--- src/design/skew_timing_check_monitor_macros.svh ---
// Assertion macros shared by the skew timing check monitor.
// Each macro checks one implication on the rising clock edge and is
// disabled while reset is high. With SYNTHESIS defined they expand to nothing.
`ifndef SKEW_TIMING_CHECK_MONITOR_MACROS_SVH
`define SKEW_TIMING_CHECK_MONITOR_MACROS_SVH

`ifndef SYNTHESIS

// The consequent holds in the same cycle as the antecedent.
`define STCM_ASSERT_SAME(label, clk, rst, ante, cons, msg) \
   label: assert property (@(posedge clk) disable iff (rst) (ante) |-> (cons)) \
      else $error(msg);

// The consequent holds in the cycle after the antecedent.
`define STCM_ASSERT_NEXT(label, clk, rst, ante, cons, msg) \
   label: assert property (@(posedge clk) disable iff (rst) (ante) |=> (cons)) \
      else $error(msg);

`else

`define STCM_ASSERT_SAME(label, clk, rst, ante, cons, msg)
`define STCM_ASSERT_NEXT(label, clk, rst, ante, cons, msg)

`endif

`endif

--- src/design/stcm_pkg.sv ---
`default_nettype none

package stcm_pkg;

   localparam int TIME_W  = 48;
   localparam int LIMIT_W = 32;
   localparam int CSR_AW  = 4;
   localparam int CSR_DW  = 32;

   // Request op codes.
   localparam logic [1:0] OP_REF     = 2'd0;
   localparam logic [1:0] OP_DATA    = 2'd1;
   localparam logic [1:0] OP_TICK    = 2'd2;
   localparam logic [1:0] OP_IGNORED = 2'd3;

   // Check modes as written to the mode register.
   localparam logic [1:0] MODE_SKEW     = 2'd0;
   localparam logic [1:0] MODE_TIMESKEW = 2'd1;
   localparam logic [1:0] MODE_FULLSKEW = 2'd2;

   // Violation kinds.
   localparam logic [1:0] KIND_SKEW     = 2'd0;
   localparam logic [1:0] KIND_TIMESKEW = 2'd1;
   localparam logic [1:0] KIND_FULLSKEW = 2'd2;

   // Register indexes (byte address is four times the index).
   localparam logic [1:0] REG_CHECK_MODE = 2'd0;
   localparam logic [1:0] REG_LIMIT_ONE  = 2'd1;
   localparam logic [1:0] REG_LIMIT_TWO  = 2'd2;
   localparam logic [1:0] REG_CHECKS_OFF = 2'd3;

   typedef struct packed {
      logic [1:0]         check_mode;
      logic [LIMIT_W-1:0] limit_one;
      logic [LIMIT_W-1:0] limit_two;
      logic               checks_off;
   } cfg_type;

   typedef struct packed {
      logic [1:0]        op;
      logic [TIME_W-1:0] now;
   } item_type;

   typedef struct packed {
      logic               window_open;
      logic               reference_opened;
      logic [TIME_W-1:0]  stamp_time;
      logic [TIME_W-1:0]  deadline_time;
      logic [LIMIT_W-1:0] armed_limit;
      logic               notifier_bit;
   } state_type;

   typedef struct packed {
      logic [1:0]         violation_kind;
      logic [LIMIT_W-1:0] limit_used;
      logic [TIME_W-1:0]  window_start;
      logic [TIME_W-1:0]  report_time;
      logic               notifier;
   } result_type;

endpackage

`default_nettype wire

--- src/design/stcm_csr.sv ---
`default_nettype none

module stcm_csr
   import stcm_pkg::*;
(
   input  wire logic              clock,
   input  wire logic              reset,
   input  wire logic              csr_psel,
   input  wire logic              csr_penable,
   input  wire logic              csr_pwrite,
   input  wire logic [CSR_AW-1:0] csr_paddr,
   input  wire logic [CSR_DW-1:0] csr_pwdata,
   output logic      [CSR_DW-1:0] csr_prdata,
   output logic                   csr_pready,
   output cfg_type                cfg
);

   cfg_type    cfg_ff;
   cfg_type    cfg_in;
   logic       wr_en;
   logic [1:0] reg_sel;

   assign csr_pready = 1'b1;
   assign reg_sel    = csr_paddr[3:2];
   assign wr_en      = csr_psel && csr_penable && csr_pwrite && csr_pready;

   always_comb begin
      cfg_in = cfg_ff;
      if (wr_en) begin
         unique case (reg_sel)
            REG_CHECK_MODE: cfg_in.check_mode = csr_pwdata[1:0];
            REG_LIMIT_ONE:  cfg_in.limit_one  = csr_pwdata[LIMIT_W-1:0];
            REG_LIMIT_TWO:  cfg_in.limit_two  = csr_pwdata[LIMIT_W-1:0];
            REG_CHECKS_OFF: cfg_in.checks_off = csr_pwdata[0];
         endcase
      end
   end

   always_comb begin
      unique case (reg_sel)
         REG_CHECK_MODE: csr_prdata = {{(CSR_DW-2){1'b0}}, cfg_ff.check_mode};
         REG_LIMIT_ONE:  csr_prdata = cfg_ff.limit_one;
         REG_LIMIT_TWO:  csr_prdata = cfg_ff.limit_two;
         REG_CHECKS_OFF: csr_prdata = {{(CSR_DW-1){1'b0}}, cfg_ff.checks_off};
      endcase
   end

   always_ff @(posedge clock) begin
      if (reset) begin
         cfg_ff <= '0;
      end else begin
         cfg_ff <= cfg_in;
      end
   end

   assign cfg = cfg_ff;

endmodule

`default_nettype wire

--- src/design/stcm_eval.sv ---
`default_nettype none

// Next-state and violation logic for one request against the window state.
module stcm_eval
   import stcm_pkg::*;
(
   input  wire cfg_type   cfg,
   input  wire item_type  item,
   input  wire state_type cur,
   output state_type  nxt,
   output logic       emit,
   output result_type res
);

   logic [1:0]         kind;
   logic               by_ref;
   logic               fire;
   logic               skew_hit;
   logic [LIMIT_W-1:0] open_limit;
   logic [TIME_W:0]    open_sum;
   logic [TIME_W-1:0]  open_deadline;
   logic [TIME_W-1:0]  elapsed;

   always_comb begin
      // A mode of three behaves as fullskew.
      kind          = (cfg.check_mode >= MODE_FULLSKEW) ? KIND_FULLSKEW : cfg.check_mode;
      by_ref        = (item.op == OP_REF);
      open_limit    = by_ref ? cfg.limit_one : cfg.limit_two;
      open_sum      = {1'b0, item.now} + {{(TIME_W+1-LIMIT_W){1'b0}}, open_limit};
      open_deadline = open_sum[TIME_W] ? {TIME_W{1'b1}} : open_sum[TIME_W-1:0];
      elapsed       = item.now - cur.stamp_time;
      fire          = 1'b0;
      skew_hit      = 1'b0;
      nxt           = cur;

      res.violation_kind = kind;
      res.limit_used     = cur.armed_limit;
      res.window_start   = cur.stamp_time;
      res.report_time    = cur.deadline_time;
      res.notifier       = !cur.notifier_bit;

      if (item.op != OP_IGNORED) begin
         // Deadline check of a timer window comes ahead of the event itself.
         if (cur.window_open && (kind != KIND_SKEW)) begin
            fire = (item.op == OP_TICK) ? (item.now >= cur.deadline_time)
                                        : (item.now >  cur.deadline_time);
         end
         if (fire) begin
            nxt.window_open = 1'b0;
         end

         if (item.op != OP_TICK) begin
            if (kind == KIND_FULLSKEW) begin
               if (nxt.window_open && (cur.reference_opened != by_ref)) begin
                  nxt.window_open = 1'b0;
               end else begin
                  nxt.window_open      = 1'b1;
                  nxt.reference_opened = by_ref;
                  nxt.stamp_time       = item.now;
                  nxt.armed_limit      = open_limit;
                  nxt.deadline_time    = open_deadline;
               end
            end else if (by_ref) begin
               nxt.window_open      = 1'b1;
               nxt.reference_opened = 1'b1;
               nxt.stamp_time       = item.now;
               nxt.armed_limit      = open_limit;
               nxt.deadline_time    = open_deadline;
            end else if (kind == KIND_TIMESKEW) begin
               nxt.window_open = 1'b0;
            end else begin
               skew_hit = cur.window_open && (item.now > cur.stamp_time) &&
                          (elapsed > {{(TIME_W-LIMIT_W){1'b0}}, cfg.limit_one});
            end
         end
      end

      if (skew_hit) begin
         res.violation_kind = KIND_SKEW;
         res.limit_used     = cfg.limit_one;
         res.report_time    = item.now;
      end

      emit = (fire || skew_hit) && !cfg.checks_off;
      if (emit) begin
         nxt.notifier_bit = !cur.notifier_bit;
      end
   end

endmodule

`default_nettype wire

--- src/design/skew_timing_check_monitor.sv ---
// Channel    Direction  Payload (low bits first)                          Handshake
// req_       in         tuser: op[1:0]; tdata: now[47:0]                   tvalid/tready
// rsp_       out        tuser: violation_kind[1:0]; tdata: limit_used,     tvalid/tready
//                       window_start, report_time, notifier, zero fill
// csr_       in         APB-style register port, four 32-bit registers     psel/penable
//
// An accepted request sits in the input register until the evaluation stage moves
// on, and any result it produces is then loaded into the result register.
// One request is accepted every cycle as long as the result side drains.
// Reset is synchronous and active high and clears the valid flags, configuration and window state.
// A result waiting on rsp_tready holds the evaluation stage, and the input
// register then takes no new request until the result register frees up.
`default_nettype none

`include "skew_timing_check_monitor_macros.svh"

module skew_timing_check_monitor
   import stcm_pkg::*;
(
   input  wire logic              clock,
   input  wire logic              reset,

   // Request channel.
   input  wire logic              req_tvalid,
   output logic                   req_tready,
   input  wire logic [47:0]       req_tdata,   // now[47:0]
   input  wire logic [1:0]        req_tuser,   // op[1:0]

   // Result channel.
   output logic                   rsp_tvalid,
   input  wire logic              rsp_tready,
   output logic      [135:0]      rsp_tdata,   // limit_used[31:0], window_start[79:32],
                                               // report_time[127:80], notifier[128], zeros
   output logic      [1:0]        rsp_tuser,   // violation_kind[1:0]

   // Configuration port.
   input  wire logic              csr_psel,
   input  wire logic              csr_penable,
   input  wire logic              csr_pwrite,
   input  wire logic [CSR_AW-1:0] csr_paddr,
   input  wire logic [CSR_DW-1:0] csr_pwdata,
   output logic      [CSR_DW-1:0] csr_prdata,
   output logic                   csr_pready
);

   // Window state after reset: closed, with the reference side as opener.
   localparam state_type STATE_RESET = {2'b01, {(2*TIME_W+LIMIT_W+1){1'b0}}};

   cfg_type    cfg;

   // Input register holding the request under evaluation.
   logic       s1_valid_ff;
   logic       s1_valid_in;
   item_type   s1_item_ff;
   item_type   s1_item_in;

   // Window and notifier state, updated once per evaluated request.
   state_type  state_ff;
   state_type  state_in;
   state_type  state_nxt;

   // Result register.
   logic       rsp_valid_ff;
   logic       rsp_valid_in;
   result_type rsp_result_ff;
   result_type rsp_result_in;

   logic       emit;
   result_type eval_res;
   logic       s1_adv;
   logic       req_fire;

   stcm_csr u_csr (
      .clock       (clock),
      .reset       (reset),
      .csr_psel    (csr_psel),
      .csr_penable (csr_penable),
      .csr_pwrite  (csr_pwrite),
      .csr_paddr   (csr_paddr),
      .csr_pwdata  (csr_pwdata),
      .csr_prdata  (csr_prdata),
      .csr_pready  (csr_pready),
      .cfg         (cfg)
   );

   stcm_eval u_eval (
      .cfg  (cfg),
      .item (s1_item_ff),
      .cur  (state_ff),
      .nxt  (state_nxt),
      .emit (emit),
      .res  (eval_res)
   );

   // The evaluation stage moves on when the result register is free or is
   // being taken in this cycle; the input register refills in the same cycle.
   assign s1_adv     = s1_valid_ff && (!rsp_valid_ff || rsp_tready);
   assign req_tready = !s1_valid_ff || s1_adv;
   assign req_fire   = req_tvalid && req_tready;

   always_comb begin
      s1_valid_in = s1_valid_ff;
      s1_item_in  = s1_item_ff;
      if (req_fire) begin
         s1_valid_in    = 1'b1;
         s1_item_in.op  = req_tuser;
         s1_item_in.now = req_tdata;
      end else if (s1_adv) begin
         s1_valid_in = 1'b0;
      end
   end

   always_comb begin
      state_in      = s1_adv ? state_nxt : state_ff;
      rsp_valid_in  = rsp_valid_ff;
      rsp_result_in = rsp_result_ff;
      if (s1_adv) begin
         rsp_valid_in = emit;
         if (emit) begin
            rsp_result_in = eval_res;
         end
      end else if (rsp_tready) begin
         rsp_valid_in = 1'b0;
      end
   end

   always_ff @(posedge clock) begin
      if (reset) begin
         s1_valid_ff  <= 1'b0;
         rsp_valid_ff <= 1'b0;
         state_ff     <= STATE_RESET;
      end else begin
         s1_valid_ff  <= s1_valid_in;
         rsp_valid_ff <= rsp_valid_in;
         state_ff     <= state_in;
      end
   end

   // Payload registers carry no reset.
   always_ff @(posedge clock) begin
      s1_item_ff    <= s1_item_in;
      rsp_result_ff <= rsp_result_in;
   end

   assign rsp_tvalid = rsp_valid_ff;
   assign rsp_tuser  = rsp_result_ff.violation_kind;
   assign rsp_tdata  = {7'd0,
                        rsp_result_ff.notifier,
                        rsp_result_ff.report_time,
                        rsp_result_ff.window_start,
                        rsp_result_ff.limit_used};

   // With checks off an evaluated request never produces a result.
   `STCM_ASSERT_NEXT(a_off_no_result, clock, reset, s1_adv && cfg.checks_off, !rsp_tvalid, "result produced while checks are off")

   // The notifier toggles exactly when a result is loaded.
   `STCM_ASSERT_NEXT(a_notifier_toggle, clock, reset, s1_adv && emit, state_ff.notifier_bit == !$past(state_ff.notifier_bit), "notifier did not toggle on a result")

   // A pending result always carries the current notifier value.
   `STCM_ASSERT_SAME(a_notifier_match, clock, reset, rsp_valid_ff, rsp_result_ff.notifier == state_ff.notifier_bit, "result notifier differs from notifier state")

   // A violation is never reported ahead of the window start.
   `STCM_ASSERT_SAME(a_report_order, clock, reset, rsp_valid_ff, rsp_result_ff.report_time >= rsp_result_ff.window_start, "report time earlier than window start")

   // The request side only stalls behind a held evaluation stage.
   `STCM_ASSERT_SAME(a_stall_cause, clock, reset, !req_tready, s1_valid_ff && rsp_valid_ff && !rsp_tready, "request stalled without a held result")

endmodule

`default_nettype wire
--- config.mk ---
export PLATFORM = sky130hd
export DESIGN_NAME = skew_timing_check_monitor
export DESIGN_NICKNAME = d
export VERILOG_FILES = /design/src/design/stcm_pkg.sv /design/src/design/stcm_csr.sv /design/src/design/stcm_eval.sv /design/src/design/skew_timing_check_monitor.sv
export VERILOG_INCLUDE_DIRS = /design/src /design/src/design
export SDC_FILE = /design/constraint.sdc
export NUM_CORES = 1
export LEC_CHECK = 0
export ABC_AREA = 1
export BUFFER_PORTS_ARGS = -buffer_cell sky130_fd_sc_hd__buf_4
export CORE_UTILIZATION = 50
export DETAILED_ROUTE_END_ITERATION = 10
export PLACE_DENSITY = 0.67
export SLEW_MARGIN = 20
export SYNTH_ARGS = -nofsm -noshare
export SYNTH_HDL_FRONTEND = slang
export SYNTH_SLANG_ARGS = --single-unit
--- constraint.sdc ---
create_clock -name clock -period 11.9 [get_ports clock]
set_input_delay 2.975 -clock clock [delete_from_list [all_inputs] [get_ports clock]]
set_output_delay 2.975 -clock clock [all_outputs]
set_load 0.02 [all_outputs]
==> flow_summary_export.csv <==
group,metric,value,unit
cells_and_area,fin_nets,3631,
power_and_ir_drop,clock_power_share,0.369,
setup_path,end_kind,"primary output",
setup_path,cp_num_buf_inv,4,
worst_hold_path,hold_path_class,"reg -> reg",
routing,dr.pass1.iters,6,
synth,synth_compound_area_frac,0.125,
power_and_ir_drop,seq_power_share,0.432,
cells_and_area,final_common_cell,"nand2_1",
timing,setup_viol,0,
global_route,grt_usage,0.311,
routing,vias_per_cell,5.38,
routing,routed_wirelength,74.0,mm
synth,yosysSeqAreaShare,0.408,
job,max_cap_viol_count,0,
floorplan,io_pins,266,
synth,yosysTopAreaCell,"edfxtp_1",
global_route,antenna_found_initial,1,
clocking,clk_pin_slew,0.05,ns
place,hpwl,58.1,mm
place,placedCellCount,3932,
setup_path,slowest_stage,"inv_1",
routing,ant_nets,0,
timing,finalSetupTns,0,ns
power_and_ir_drop,swShare,0.301,
power_and_ir_drop,power.switching,1010,uW
setup_path,arrival,4.48,ns
global_route,grt_pass1_vias,20400,
power_and_ir_drop,p_comb_frac,0.199,
setup_path,path_class,"in -> out",
setup_path,max_stage_delay,0.75,ns
clocking,post_cts_buffers,0,
floorplan,start_util,0.508,
cells_and_area,final_util,0.587,
power_and_ir_drop,p_per_area,126,mW/mm^2
timing,fin_worst_skew,0.0268,ns
floorplan,die_h,217,um
power_and_ir_drop,p_int,2350,uW
timing,fin_crit_sh,0.626,
cells_and_area,multi_input_area,0.0114,sq mm
synth,synth-main-ff-cell,"dfxtp_1",
cells_and_area,synthToLayoutAreaGrowth,15.4,%
global_route,grt_max_degree,106,
floorplan,fp-row-count,78,
synth,synth_top_family_by_area,"simple AND/OR/NAND/NOR gates",
place,routabilityCongestion,0.986,
synth,ys_seq_elements,381,
timing,hold_viol_final,0,
synth,synth_edf_count,181,
setup_path,startpoint_type,"input pin",
cells_and_area,regArea,0.00944,sq mm
clocking,cts_tree,"yes",
setup_path,worstPathMaxFanout,32,
routing,dr.first_iter.drc_count,1660,
timing,min_period,7.45,ns
run_status,status,"completed",
routing,drc,0,
clocking,cts_buffers,42,
synth,synth_area,0.0231,sq mm
clocking,cts.repair.resized,0,
cells_and_area,stdcell_count,4010,
synth,synthMuxAreaShare,0,
global_route,grt_pass1_wl,113,mm
synth,synthAdderAreaFrac,0.0883,
routing,via_count,21600,
floorplan,core-area,0.0455,sq mm
cells_and_area,antennaDiodeCount,0,
synth,ys_types,47,
timing,fmax,134,MHz
power_and_ir_drop,p_leak,0.0125,uW
timing,finalHoldWorstSlack,0.427,ns
setup_path,crit_required,8.93,ns
timing,rsz0062_at_grt,"no",
timing,finalMaxSlewViolations,0,
synth,synth_area_leaders,"edfxtp_1 24%, dfxtp_1 17%, nand2_1 14%, ha_1 8.7%, inv_1 7.0%",
synth,synth-async-reset-ratio,0,
synth,synth-simple-area-share,0.253,
clocking,clock-sinks,381,
power_and_ir_drop,ir_drop,0.134,mV
synth,avgSynthCellArea,7.31,sq um
floorplan,chipWidth,217,um
cells_and_area,drive_gt1_frac,0.112,
clocking,cts_root_buf,"clkbuf_16",
synth,syn_inst,3165,
place,io_buffers,255,
clocking,insertion_delay,0.58,ns
synth,yosysTopAreaCellShare,0.235,
clocking,hold_buffers,0,
global_route,overflow,0,
cells_and_area,fillers,4259,
clocking,cts.path.max_buffers,3,
synth,synth_xor_area_frac,0.0269,
routing,wire_per_inst,18.4,um
cells_and_area,final_cell_mix,"841 x nand2_1, 428 x inv_1, 406 x nor2_1, 271 x buf_4, 249 x a21oi_1",
setup_path,cpLargestDelayFamily,"buffers and inverters",
floorplan,die-area,0.0471,sq mm
timing,worst_pin_slew,1.15,ns
synth,yosysWarnings,0,
timing,slew_headroom,0.225,
clocking,cts-htree-levels,2,
setup_path,cp_cell_sequence,"buf_4 -> inv_1 -> nor2_1 -> inv_1 -> o221ai_1 -> buf_4",
==> path summary, 6_finish.rpt <==
kind,to,start,slack [ns],cells past startpoint
setup / recovery,csr_prdata[1],csr_paddr[2],4.45,6
hold / removal,rsp_tdata[70],state_ff[119],0.43,0
setup reg to reg,rsp_tdata[97],s1_item_ff[0],5.09,31
hold reg to reg,rsp_tdata[70],state_ff[119],0.43,0
==> area by class of cell <==
type                    count  share of cell area
repair buffers            271              0.0763
clock inverters            17             0.00488
multi-input cells        2228               0.429
inverters                 452              0.0638
well taps                 600              0.0281
clock buffers              61              0.0444
flip-flops and latches    381               0.354
==> routing by layer <==
layer	global-route usage	wire [um]	up-vias
li1	-	-	10600
met1	0.436	33500	9986
met2	0.499	33300	827
met3	0.0398	5290	101
met4	0.0925	1920	4
met5	0	28	-
==> power groups by stage <==
stage | logic (uW) | registers [uW] | clock network, uW
floorplan | 456 | 1460 | 0
global placement | 638 | 1470 | 0
detailed placement | 652 | 1470 | 0
CTS | 657 | 1450 | 1260
global route | 746 | 1450 | 1310
finish | 666 | 1450 | 1240
==> sequential cells by signal (all words and copies together), names as in the netlist <==
signal       cells
state_ff       131
rsp_tdata      129
u_csr.cfg       67
s1_item_ff      50
rsp_tuser        2
rsp_tvalid       1
s1_valid_ff      1
==> metrics by stage <==
step	cell area, sq um	setup slack, ns	power (uW)
2_1_floorplan	23100	5.07	1910
6_report	26700	4.45	3350
5_1_grt	26700	4.40	3510
3_3_place_gp	25400	4.46	2110
4_1_cts	26700	4.43	3360
3_5_place_dp	25400	4.46	2130
==> worst reg2reg max path: cells and delay by family (launching register included) <==
family | cells | cell delay (ns)
compound gates | 3 | 0.62
xor+xnor | 1 | 0.18
simple gates | 18 | 1.88
buf+inv | 6 | 2.18
flops | 1 | 0.55
fa+ha+maj | 3 | 0.97
==> synth_stat cells (2+ instances only) <==
| cell type | number |
|---|---|
| a21o_1 | 12 |
| clkbuf_1 | 57 |
| buf_4 | 19 |
| a21oi_2 | 5 |
| nand2_1 | 841 |
| conb_1 | 2 |
| o21ai_0 | 161 |
| o22ai_1 | 23 |
| buf_2 | 21 |
| o21a_1 | 4 |
| nor2_2 | 10 |
| nand4_1 | 73 |
| nand3_1 | 61 |
| o2111ai_1 | 2 |
| fa_1 | 2 |
| nand2_2 | 5 |
| dfxtp_1 | 200 |
| nor4_1 | 5 |
| o21ai_1 | 49 |
| clkinv_1 | 3 |
| nand3_2 | 3 |
| nand3b_1 | 3 |
| xnor2_1 | 21 |
| nor2_1 | 408 |
| buf_6 | 10 |
| xor2_1 | 50 |
| buf_1 | 3 |
| o21bai_1 | 12 |
| edfxtp_1 | 181 |
| inv_2 | 18 |
| o211ai_1 | 4 |
| and2_1 | 4 |
| ha_1 | 160 |
| a21boi_0 | 3 |
| o221ai_1 | 2 |
| inv_1 | 431 |
| a21oi_1 | 249 |
| nor3_1 | 27 |
| a31oi_1 | 13 |
==> logic make-up (layout without fill, tap and decap cells) <==
kind of cell | Yosys count | count (layout)
compound gates | 541 | 541
xor+xnor | 71 | 71
fa+ha+maj | 162 | 162
buf+inv | 562 | 801
flops | 381 | 381
other cells | 2 | 8
simple gates | 1446 | 1446
Note: power is estimated with default switching activity, not from simulation.
